===== src/hdl/swm_pkg.sv =====
// Shared constants, register codes and control types for the square wave mixer.
package swm_pkg;

  // Oscillator count and index width
  localparam int NUM_OSC   = 4;
  localparam int OSC_REGS  = 4;
  localparam int OSC_IDX_W = (NUM_OSC > 1) ? $clog2(NUM_OSC) : 1;

  // Field widths
  localparam int PERIOD_W   = 24;
  localparam int AMP_W      = 16;
  localparam int OSC_WORD_W = 40;
  localparam int SIDX_W     = 24;
  localparam int ENV_W      = 17;
  localparam int STEP_W     = 17;
  localparam int SUM_W      = 17 + OSC_IDX_W;
  localparam int MAG_W      = 16;
  localparam int P_W        = 32;
  localparam int MUL_B_W    = 17;
  localparam int PROD_W     = 49;
  localparam int SAMPLE_W   = 16;
  localparam int NARROW_W   = 9;
  localparam int CFG_IDX_W  = 3;
  localparam int CFG_DATA_W = 40;

  // Arithmetic constants
  localparam logic [ENV_W-1:0]        ENV_ONE  = ENV_W'(65536);
  localparam logic [MUL_B_W-1:0]      K_WIDE   = MUL_B_W'(32767);
  localparam logic [MUL_B_W-1:0]      K_NARROW = MUL_B_W'(127);
  localparam logic [NARROW_W-1:0]     MID8     = NARROW_W'(128);
  localparam logic [P_W:0]            RND24    = (P_W+1)'(24'hFFFFFF);
  localparam logic signed [SUM_W-1:0] SUM_HI   = SUM_W'(32768);
  localparam logic signed [SUM_W-1:0] SUM_LO   = -SUM_HI;

  // Configuration register indexes
  typedef enum logic [CFG_IDX_W-1:0] {
    REG_OSC0 = 3'd0,
    REG_OSC1 = 3'd1,
    REG_OSC2 = 3'd2,
    REG_OSC3 = 3'd3,
    REG_WIDE = 3'd4,
    REG_DAMP = 3'd5,
    REG_LEN  = 3'd6,
    REG_STEP = 3'd7
  } cfg_reg_t;

  // Sequencer states
  typedef enum logic [2:0] {
    S_IDLE,
    S_OSC,
    S_MAG,
    S_MUL1,
    S_MUL2,
    S_DONE
  } seq_state_t;

  // Sequencer to datapath controls
  typedef struct packed {
    logic                 clear;    // zero all phase counters
    logic                 start;    // zero the accumulator
    logic                 step;     // run one oscillator through the adder
    logic [OSC_IDX_W-1:0] osc_idx;
    logic                 mag_load; // clamp sum, take magnitude and sign
    logic                 mul_env;  // multiplier pass 1: magnitude x envelope
    logic                 mul_k;    // multiplier pass 2: product x scale
  } swm_ctl_t;

endpackage


===== src/hdl/swm_osc_acc.sv =====
// Phase counters and the shared accumulator that sums the oscillators one at a time.
module swm_osc_acc import swm_pkg::*; (
  input  logic                  clk,
  input  logic                  rst_n,
  input  swm_ctl_t              ctl,
  input  logic [OSC_WORD_W-1:0] osc_words [NUM_OSC],
  output logic [MAG_W-1:0]      mag,
  output logic                  pos
);

  logic [PERIOD_W-1:0]      phase_r [NUM_OSC];
  logic signed [SUM_W-1:0]  sum_r;
  logic [MAG_W-1:0]         mag_r;
  logic                     pos_r;

  logic [OSC_WORD_W-1:0]    word;
  logic [PERIOD_W-1:0]      period;
  logic [AMP_W-1:0]         amp;
  logic [PERIOD_W-1:0]      ph;
  logic [PERIOD_W:0]        ph_inc;
  logic                     wrap;
  logic                     hi_half;
  logic                     active;
  logic signed [SUM_W-1:0]  amp_ext;
  logic signed [SUM_W-1:0]  sum_nxt;
  logic [PERIOD_W-1:0]      ph_nxt;
  logic signed [SUM_W-1:0]  clamped;
  logic signed [SUM_W-1:0]  clamped_neg;

  // Selected oscillator
  assign word    = osc_words[ctl.osc_idx];
  assign period  = word[PERIOD_W-1:0];
  assign amp     = word[OSC_WORD_W-1:PERIOD_W];
  assign ph      = phase_r[ctl.osc_idx];
  assign active  = (period != '0);
  assign amp_ext = {{(SUM_W-AMP_W){amp[AMP_W-1]}}, amp};

  // Square decision and phase advance; a stale phase past the period counts high
  assign ph_inc  = {1'b0, ph} + (PERIOD_W+1)'(1);
  assign wrap    = (ph_inc >= {1'b0, period});
  assign hi_half = (ph >= period) || (ph < (period >> 1));
  assign ph_nxt  = wrap ? '0 : ph_inc[PERIOD_W-1:0];

  always_comb begin
    sum_nxt = sum_r;
    if (ctl.start) begin
      sum_nxt = '0;
    end else if (ctl.step && active) begin
      sum_nxt = hi_half ? (sum_r + amp_ext) : (sum_r - amp_ext);
    end
  end

  // Clamp to [-1, 1]
  always_comb begin
    clamped = sum_r;
    if (sum_r > SUM_HI) begin
      clamped = SUM_HI;
    end else if (sum_r < SUM_LO) begin
      clamped = SUM_LO;
    end
  end
  assign clamped_neg = -clamped;

  // Phase counters
  always_ff @(posedge clk) begin
    if (!rst_n || ctl.clear) begin
      for (int n = 0; n < NUM_OSC; n++) begin
        phase_r[n] <= '0;
      end
    end else if (ctl.step && active) begin
      phase_r[ctl.osc_idx] <= ph_nxt;
    end
  end

  // Accumulator and magnitude register
  always_ff @(posedge clk) begin
    sum_r <= sum_nxt;
    if (ctl.mag_load) begin
      pos_r <= (sum_r > SUM_W'(0));
      mag_r <= (sum_r > SUM_W'(0)) ? clamped[MAG_W-1:0] : clamped_neg[MAG_W-1:0];
    end
  end

  assign mag = mag_r;
  assign pos = pos_r;

endmodule


===== src/hdl/swm_mul_fmt.sv =====
// Shared multiplier for envelope and output scaling, plus the sample format logic.
module swm_mul_fmt import swm_pkg::*; (
  input  logic                clk,
  input  swm_ctl_t            ctl,
  input  logic [MAG_W-1:0]    mag,
  input  logic                pos,
  input  logic [ENV_W-1:0]    env_use,
  input  logic                wide,
  output logic [SAMPLE_W-1:0] result
);

  logic [P_W-1:0]      p_r;
  logic [PROD_W-1:0]   prod_r;
  logic [P_W-1:0]      mul_a;
  logic [MUL_B_W-1:0]  mul_b;
  logic [PROD_W-1:0]   prod;

  logic [SAMPLE_W-1:0] w_pos;
  logic [SAMPLE_W-1:0] w_neg;
  logic [P_W:0]        p_rnd;
  logic [NARROW_W-1:0] n_pos;
  logic [NARROW_W-1:0] n_neg;

  // Operand select: pass 1 magnitude x envelope, pass 2 product x full scale
  assign mul_a = ctl.mul_k ? p_r : P_W'(mag);
  assign mul_b = ctl.mul_k ? (wide ? K_WIDE : K_NARROW) : env_use;
  assign prod  = PROD_W'(mul_a) * PROD_W'(mul_b);

  always_ff @(posedge clk) begin
    if (ctl.mul_env) begin
      p_r <= prod[P_W-1:0];
    end
    if (ctl.mul_k) begin
      prod_r <= prod;
    end
  end

  // 16-bit: positive x 32767, negative x 32768, both toward zero
  assign w_pos = prod_r[46:31];
  assign w_neg = SAMPLE_W'(0) - p_r[31:16];

  // 8-bit offset: 128 + 127x, or 128 - ceil of 128|x|
  assign p_rnd = {1'b0, p_r} + RND24;
  assign n_pos = MID8 + {1'b0, prod_r[38:31]};
  assign n_neg = MID8 - p_rnd[P_W:24];

  always_comb begin
    if (wide) begin
      result = pos ? w_pos : w_neg;
    end else begin
      result = {{(SAMPLE_W-NARROW_W){1'b0}}, (pos ? n_pos : n_neg)};
    end
  end

endmodule


===== src/hdl/swm_seq.sv =====
// Sequencer: steps one sample through the shared units and keeps index and envelope.
module swm_seq import swm_pkg::*; (
  input  logic              clk,
  input  logic              rst_n,
  input  logic              in_valid,
  input  logic              in_restart,
  input  logic              out_free,
  input  logic              damping_on,
  input  logic [SIDX_W-1:0] run_length,
  input  logic [STEP_W-1:0] envelope_step,
  output logic              in_ready,
  output swm_ctl_t          ctl,
  output logic [ENV_W-1:0]  env_use,
  output logic              done,
  output logic              last
);

  seq_state_t           state_r, state_nxt;
  logic [OSC_IDX_W-1:0] osc_r, osc_nxt;
  logic [SIDX_W-1:0]    sidx_r, sidx_nxt;
  logic [ENV_W-1:0]     env_r, env_nxt;
  logic [SIDX_W-1:0]    len_m1;
  logic [ENV_W-1:0]     env_dec;

  // End of run test; a zero length acts as one
  assign len_m1  = (run_length == '0) ? '0 : (run_length - SIDX_W'(1));
  assign last    = (sidx_r >= len_m1);
  assign env_use = damping_on ? env_r : ENV_ONE;
  assign env_dec = (env_r > envelope_step) ? (env_r - envelope_step) : '0;

  always_ff @(posedge clk) begin
    if (!rst_n) begin
      state_r <= S_IDLE;
      osc_r   <= '0;
      sidx_r  <= '0;
      env_r   <= ENV_ONE;
    end else begin
      state_r <= state_nxt;
      osc_r   <= osc_nxt;
      sidx_r  <= sidx_nxt;
      env_r   <= env_nxt;
    end
  end

  // Next state and controls
  always_comb begin
    state_nxt = state_r;
    osc_nxt   = osc_r;
    sidx_nxt  = sidx_r;
    env_nxt   = env_r;
    ctl       = '0;
    in_ready  = 1'b0;
    done      = 1'b0;
    unique case (state_r)
      S_IDLE: begin
        // no word is taken while reset is held
        in_ready = rst_n;
        if (in_valid) begin
          ctl.start = 1'b1;
          ctl.clear = in_restart;
          osc_nxt   = '0;
          state_nxt = S_OSC;
          if (in_restart) begin
            sidx_nxt = '0;
            env_nxt  = ENV_ONE;
          end
        end
      end
      S_OSC: begin
        ctl.step    = 1'b1;
        ctl.osc_idx = osc_r;
        if (osc_r == OSC_IDX_W'(NUM_OSC - 1)) begin
          state_nxt = S_MAG;
        end else begin
          osc_nxt = osc_r + OSC_IDX_W'(1);
        end
      end
      S_MAG: begin
        ctl.mag_load = 1'b1;
        state_nxt    = S_MUL1;
      end
      S_MUL1: begin
        ctl.mul_env = 1'b1;
        state_nxt   = S_MUL2;
      end
      S_MUL2: begin
        ctl.mul_k = 1'b1;
        state_nxt = S_DONE;
      end
      S_DONE: begin
        // wait for a free output slot, then retire the sample
        if (out_free) begin
          done      = 1'b1;
          state_nxt = S_IDLE;
          if (damping_on) begin
            env_nxt = env_dec;
          end
          if (last) begin
            ctl.clear = 1'b1;
            sidx_nxt  = '0;
            env_nxt   = ENV_ONE;
          end else begin
            sidx_nxt = sidx_r + SIDX_W'(1);
          end
        end
      end
      default: begin
        state_nxt = S_IDLE;
      end
    endcase
  end

endmodule


===== src/hdl/square_wave_mixer_synth_top.sv =====
// Square wave mixer synthesizer top level. Each input word asks for one PCM sample: the
// sum of NUM_OSC square oscillators, clamped to full scale, optionally scaled by a linearly
// falling envelope, and sent out as signed 16-bit or offset 8-bit. A sample runs through
// these steps in order: acceptance, one step per oscillator through the shared adder, a
// clamp step, two passes through the shared multiplier and a format step, which writes the
// word into the output register; the input is not ready meanwhile. The output register
// holds a finished word so the next sample can start while it waits to be taken; the format
// step waits while that register is still full. Configuration is written through a
// simple indexed write port.
module square_wave_mixer_synth_top import swm_pkg::*; (
  input  logic                       clk,
  input  logic                       rst_n,
  // input channel
  input  logic                       in_valid,
  output logic                       in_ready,
  input  logic                       in_restart,
  // result channel
  output logic                       out_valid,
  input  logic                       out_ready,
  output logic signed [SAMPLE_W-1:0] out_sample,
  output logic                       out_last,
  // configuration port
  input  logic                       cfg_wr_en,
  input  logic [CFG_IDX_W-1:0]       cfg_index,
  input  logic [CFG_DATA_W-1:0]      cfg_wdata
);

  logic [OSC_WORD_W-1:0] osc_word_r [NUM_OSC];
  logic                  wide_r;
  logic                  damp_r;
  logic [SIDX_W-1:0]     len_r;
  logic [STEP_W-1:0]     step_r;

  logic                  out_valid_r;
  logic [SAMPLE_W-1:0]   out_sample_r;
  logic                  out_last_r;

  swm_ctl_t              ctl;
  logic [ENV_W-1:0]      env_use;
  logic                  done;
  logic                  last;
  logic                  out_free;
  logic [MAG_W-1:0]      mag;
  logic                  pos;
  logic [SAMPLE_W-1:0]   result;

  // Configuration registers
  always_ff @(posedge clk) begin
    if (!rst_n) begin
      for (int n = 0; n < NUM_OSC; n++) begin
        osc_word_r[n] <= '0;
      end
      wide_r <= 1'b1;
      damp_r <= 1'b0;
      len_r  <= SIDX_W'(1);
      step_r <= '0;
    end else if (cfg_wr_en) begin
      unique case (cfg_index) inside
        REG_OSC0, REG_OSC1, REG_OSC2, REG_OSC3: begin
          // words for oscillators beyond NUM_OSC are dropped
          if (32'(cfg_index) < NUM_OSC) begin
            osc_word_r[cfg_index[OSC_IDX_W-1:0]] <= cfg_wdata[OSC_WORD_W-1:0];
          end
        end
        REG_WIDE: wide_r <= cfg_wdata[0];
        REG_DAMP: damp_r <= cfg_wdata[0];
        REG_LEN:  len_r  <= cfg_wdata[SIDX_W-1:0];
        REG_STEP: step_r <= cfg_wdata[STEP_W-1:0];
        default: ;
      endcase
    end
  end

  assign out_free = !out_valid_r || out_ready;

  swm_seq u_seq (
    .clk           (clk),
    .rst_n         (rst_n),
    .in_valid      (in_valid),
    .in_restart    (in_restart),
    .out_free      (out_free),
    .damping_on    (damp_r),
    .run_length    (len_r),
    .envelope_step (step_r),
    .in_ready      (in_ready),
    .ctl           (ctl),
    .env_use       (env_use),
    .done          (done),
    .last          (last)
  );

  swm_osc_acc u_osc_acc (
    .clk       (clk),
    .rst_n     (rst_n),
    .ctl       (ctl),
    .osc_words (osc_word_r),
    .mag       (mag),
    .pos       (pos)
  );

  swm_mul_fmt u_mul_fmt (
    .clk     (clk),
    .ctl     (ctl),
    .mag     (mag),
    .pos     (pos),
    .env_use (env_use),
    .wide    (wide_r),
    .result  (result)
  );

  // Output word register
  always_ff @(posedge clk) begin
    if (!rst_n) begin
      out_valid_r <= 1'b0;
    end else if (done) begin
      out_valid_r <= 1'b1;
    end else if (out_ready) begin
      out_valid_r <= 1'b0;
    end
  end

  always_ff @(posedge clk) begin
    if (done) begin
      out_sample_r <= result;
      out_last_r   <= last;
    end
  end

  assign out_valid  = out_valid_r;
  assign out_sample = out_sample_r;
  assign out_last   = out_last_r;

endmodule

===== config.mk =====
export PLATFORM = sky130hd
export DESIGN_NAME = square_wave_mixer_synth_top
export DESIGN_NICKNAME = d
export VERILOG_FILES = /design/src/hdl/swm_pkg.sv /design/src/hdl/swm_osc_acc.sv /design/src/hdl/swm_mul_fmt.sv /design/src/hdl/swm_seq.sv /design/src/hdl/square_wave_mixer_synth_top.sv
export SDC_FILE = /design/constraint.sdc
export NUM_CORES = 2
export LEC_CHECK = 0
export CORE_MARGIN = 1.5
export CORE_UTILIZATION = 34
export CTS_BUF_LIST = sky130_fd_sc_hd__clkbuf_16
export DETAILED_ROUTE_END_ITERATION = 8
export DONT_BUFFER_PORTS = 1
export MAX_ROUTING_LAYER = met4
export PLACE_DENSITY_LB_ADDON = 0.25
export SLEW_MARGIN = 20
export SYNTH_ARGS = -nofsm -noshare
export SYNTH_HDL_FRONTEND = slang
export SYNTH_HIERARCHICAL = 1
export SYNTH_SLANG_ARGS = --single-unit

===== constraint.sdc =====
create_clock -name clk -period 19.7 [get_ports clk]
set_clock_uncertainty 0.15 [all_clocks]
set_input_delay 0.985 -clock clk [delete_from_list [all_inputs] [get_ports clk]]
set_output_delay 0.985 -clock clk [all_outputs]
set_load 0.01 [all_outputs]

==> results.json <==
{
  "clk_pin_slew_ns": 0.07,
  "dieWidth_um": 349.6,
  "leakage_nw": 20.28,
  "finalHoldViolations": 0,
  "synth-main-ff-cell": "dfxtp_1",
  "max_clock_freq_mhz": 102.4,
  "fin_setup_tns_ns": 0,
  "antenna_cells": 0,
  "power_density_mw_per_mm2": 53.29,
  "port_buffers": 0,
  "multi_input_area_mm2": 0.02687,
  "wl_met1_um": 52210,
  "cts.sinks": 447,
  "numCtsBuffers": 50,
  "yosysTopAreaCell": "fa_1",
  "postCtsSetupRepairBufs": 0,
  "final_layout_size_suffix_gt1_share_pct": 5.700,
  "yosys-top-cells-area": "fa_1 (22%), dfxtp_1 (13%), edfxtp_1 (13%)",
  "holdCritPathClass": "register to register",
  "power.total_mw": 2.353,
  "setup_viol": 0,
  "root_buffer": "clkbuf_16",
  "io_pins": 68,
  "min_period_over_period_pct": 49.56,
  "synthArstFlopShare_pct": 0,
  "top_layer": "met4",
  "area_delta_synth_final_pct": 8.086,
  "cp_max_fo": 63,
  "vias_per_cell": 4.949,
  "required_ns": 19.88,
  "drt_iter0_markers": 1868,
  "globalRouteOverflowTotal": 0,
  "dp.final_hpwl_um": 84100,
  "yosysWarnings": 6,
  "cts.path.max_buffers": 3,
  "wl_met2_um": 50120,
  "drcViolationCount": 0,
  "htreeDepth": 2,
  "worst_pin_slew_ns": 1.079,
  "rows": 126,
  "slew_headroom_pct": 27.51,
  "core-area_mm2": 0.1186,
  "avgRoutedWirePerCell_um": 18.64,
  "placed_cell_area_mm2": 0.04248,
  "synth_edf_count": 178,
  "slowest_delay_ns": 0.71,
  "die-area_mm2": 0.1222,
  "synth_top_area_share_pct": 22.05,
  "holdBufCountCts": 0,
  "cts_tree": "built",
  "critPathLaunchType": "register",
  "max_cap_violations": 0,
  "worstSetupPathType": "register to register",
  "seqCellArea_mm2": 0.01073,
  "status": "finished, final reports clean",
  "final_antenna_net_count": 0,
  "stdcell_area_mm2": 0.04415,
  "dr_wl_met3_um": 4899,
  "grt_pass1_wl_um": 173500,
  "ys_seq_area_share_pct": 26.27,
  "grt_max_degree": 278,
  "drt-pass1-iter-count": 5,
  "post-place-ws_ns": 10.15,
  "rsz0062_at_grt": "no",
  "slew_viol_final": 0,
  "clk_latency_ns": 0.65,
  "antenna_found_initial": 2,
  "syn_area_mm2": 0.04085,
  "track_usage_pct": 18.69,
  "initial_core_util_pct": 34.46,
  "grt_pass1_vias": 29840,
  "postSynthRegisterBits": 447,
  "synth_cells": 4292,
  "place.gp.congestion": 0.9311,
  "ys_types": 103,
  "arrival_ns": 9.94,
  "syn_area_per_cell_um2": 9.518,
  "cp_slowest_cell": "buf_4",
  "die-height_um": 349.6,
  "fillers": 12130,
  "utilization_pct": 37.24,
  "vias": 29016,
  "final.setup.worst_slack_ns": 9.936,
  "ir_drop_mv": 0.1202,
  "layout.nets": 4972,
  "endpoint_kind": "register",
  "wirelength_um": 109300,
  "cts_resized": 0,
  "min_period_ns": 9.764
}
[state kept, by name (all words and copies together) (netlist names)]
| signal | flops |
|---|---|
| out_last | 1 |
| wide_r | 1 |
| u_mul_fmt/p_r | 32 |
| u_osc_acc/pos | 1 |
| step_r | 17 |
| u_osc_acc/phase_r | 96 |
| u_seq/osc_r | 2 |
| u_osc_acc/sum_r | 19 |
| len_r | 24 |
| u_seq/env_r | 17 |
| out_sample | 16 |
| u_seq/sidx_r | 24 |
| u_seq/state_r | 3 |
| osc_word_r | 160 |
| out_valid | 1 |
| u_mul_fmt/prod_r | 16 |
| damp_r | 1 |
| u_osc_acc/mag | 16 |
[power breakdown]
part / switching (mW) / internal (mW) / leakage, nW / total [mW]
combinational: 0.237 / 0.158 / 15.5 / 0.395
clock: 0.408 / 0.538 / 0.844 / 0.947
sequential: 0.0175 / 0.994 / 3.95 / 1.01
[layer usage]
metal  GRT usage [%]  vias up
met2           29.66      562
met5               -        -
li1                -    13852
met4           3.585        0
met1           25.67    14498
met3           2.419      104
[synthesized netlist by cell type, types with 9 or more instances]
cell      count
nand4b_1      9
a21o_1       51
ha_1        250
mux4_2       62
mux2i_1     237
nor2_1      327
or3_1        12
and2_1       70
nand2_1     582
a22oi_1      17
mux2_2       20
a31oi_1      14
a211oi_1     16
nor4_1       25
inv_1       694
fa_1        450
o21a_1       11
buf_6        13
or2_2         9
o21ai_1      10
nand4_1      29
nor2b_1      39
nor3_1       45
nand3_1      55
o211ai_1     13
and3_1       59
o31ai_1      10
buf_1        14
nand2b_1     22
xor2_1       78
buf_2        43
xnor2_1      85
o21ai_0      88
a21oi_1     128
edfxtp_1    178
clkbuf_1    112
dfxtp_1     269
[layout by cell type (no fill, tap or decap), types with 10 or more instances in the layout]
cell,instances
nor2_1,326
clkbuf_16,51
conb_1,29
fa_1,450
and2_1,70
a21o_1,51
a31oi_1,14
inv_1,705
xor2_1,78
nand3_1,55
mux2i_1,237
buf_4,35
o21ai_1,10
a21oi_1,127
a22oi_1,17
nand2_1,582
edfxtp_1,178
and3_1,57
nor3_1,45
mux2_2,20
a211oi_1,16
o21ai_0,85
ha_1,250
o211ai_1,13
mux4_2,62
or3_1,12
nand2b_1,22
xnor2_1,85
nor2b_1,38
o21a_1,11
nand4_1,29
nor4_1,25
dfxtp_1,268
[final cells by class]
type	instances	area share [%]
multi-input cells	2994	60.87
inverters	694	5.900
repair buffers	36	0.6574
flip-flops and latches	447	24.30
clock inverters	41	0.8473
clock buffers	51	2.890
well taps	1600	4.534
[cell families after synthesis]
logic type	share of synthesized area (%)
xor+xnor	3.535
buf+inv	8.457
fa+ha+maj	29.71
other cells	0.01838
compound gates	7.192
flops	26.27
simple gates	14.92
mux	9.905
[critical path, delay by kind of cell (launching register included)]
family,cells,cell delay [ns]
AO/OA/AOI/OAI,6,1.98
XOR/XNOR,1,0.16
adder cells (fa/ha/maj),7,3.59
buffers and inverters,8,1.57
flip-flops,1,0.58
multiplexers,1,0.51
AND/OR/NAND/NOR,5,0.86
[path summary, 6_finish.rpt]
path                            cells after the start                           from                        endpoint  slack [ns]
worst max-delay path                               28  u_seq/state_r[2]$_SDFFE_PN0P_  u_mul_fmt/prod_r[40]$_DFFE_PP_        9.94
worst min-delay path                                2    osc_word_r[97]$_SDFFE_PN0P_     osc_word_r[97]$_SDFFE_PN0P_        0.30
worst max register to register                     28  u_seq/state_r[2]$_SDFFE_PN0P_  u_mul_fmt/prod_r[40]$_DFFE_PP_        9.94
worst min register to register                      2    osc_word_r[97]$_SDFFE_PN0P_     osc_word_r[97]$_SDFFE_PN0P_        0.30
[stage by stage]
step | instances | hold WS (ns)
floorplan | 4319 | 0.2799
finish | 5863 | 0.3025
global placement | 5770 | 0.2894
CTS | 5862 | 0.2935
detailed placement | 5770 | 0.2979
global route | 5863 | 0.3202
(Power assumes the default switching activity.)
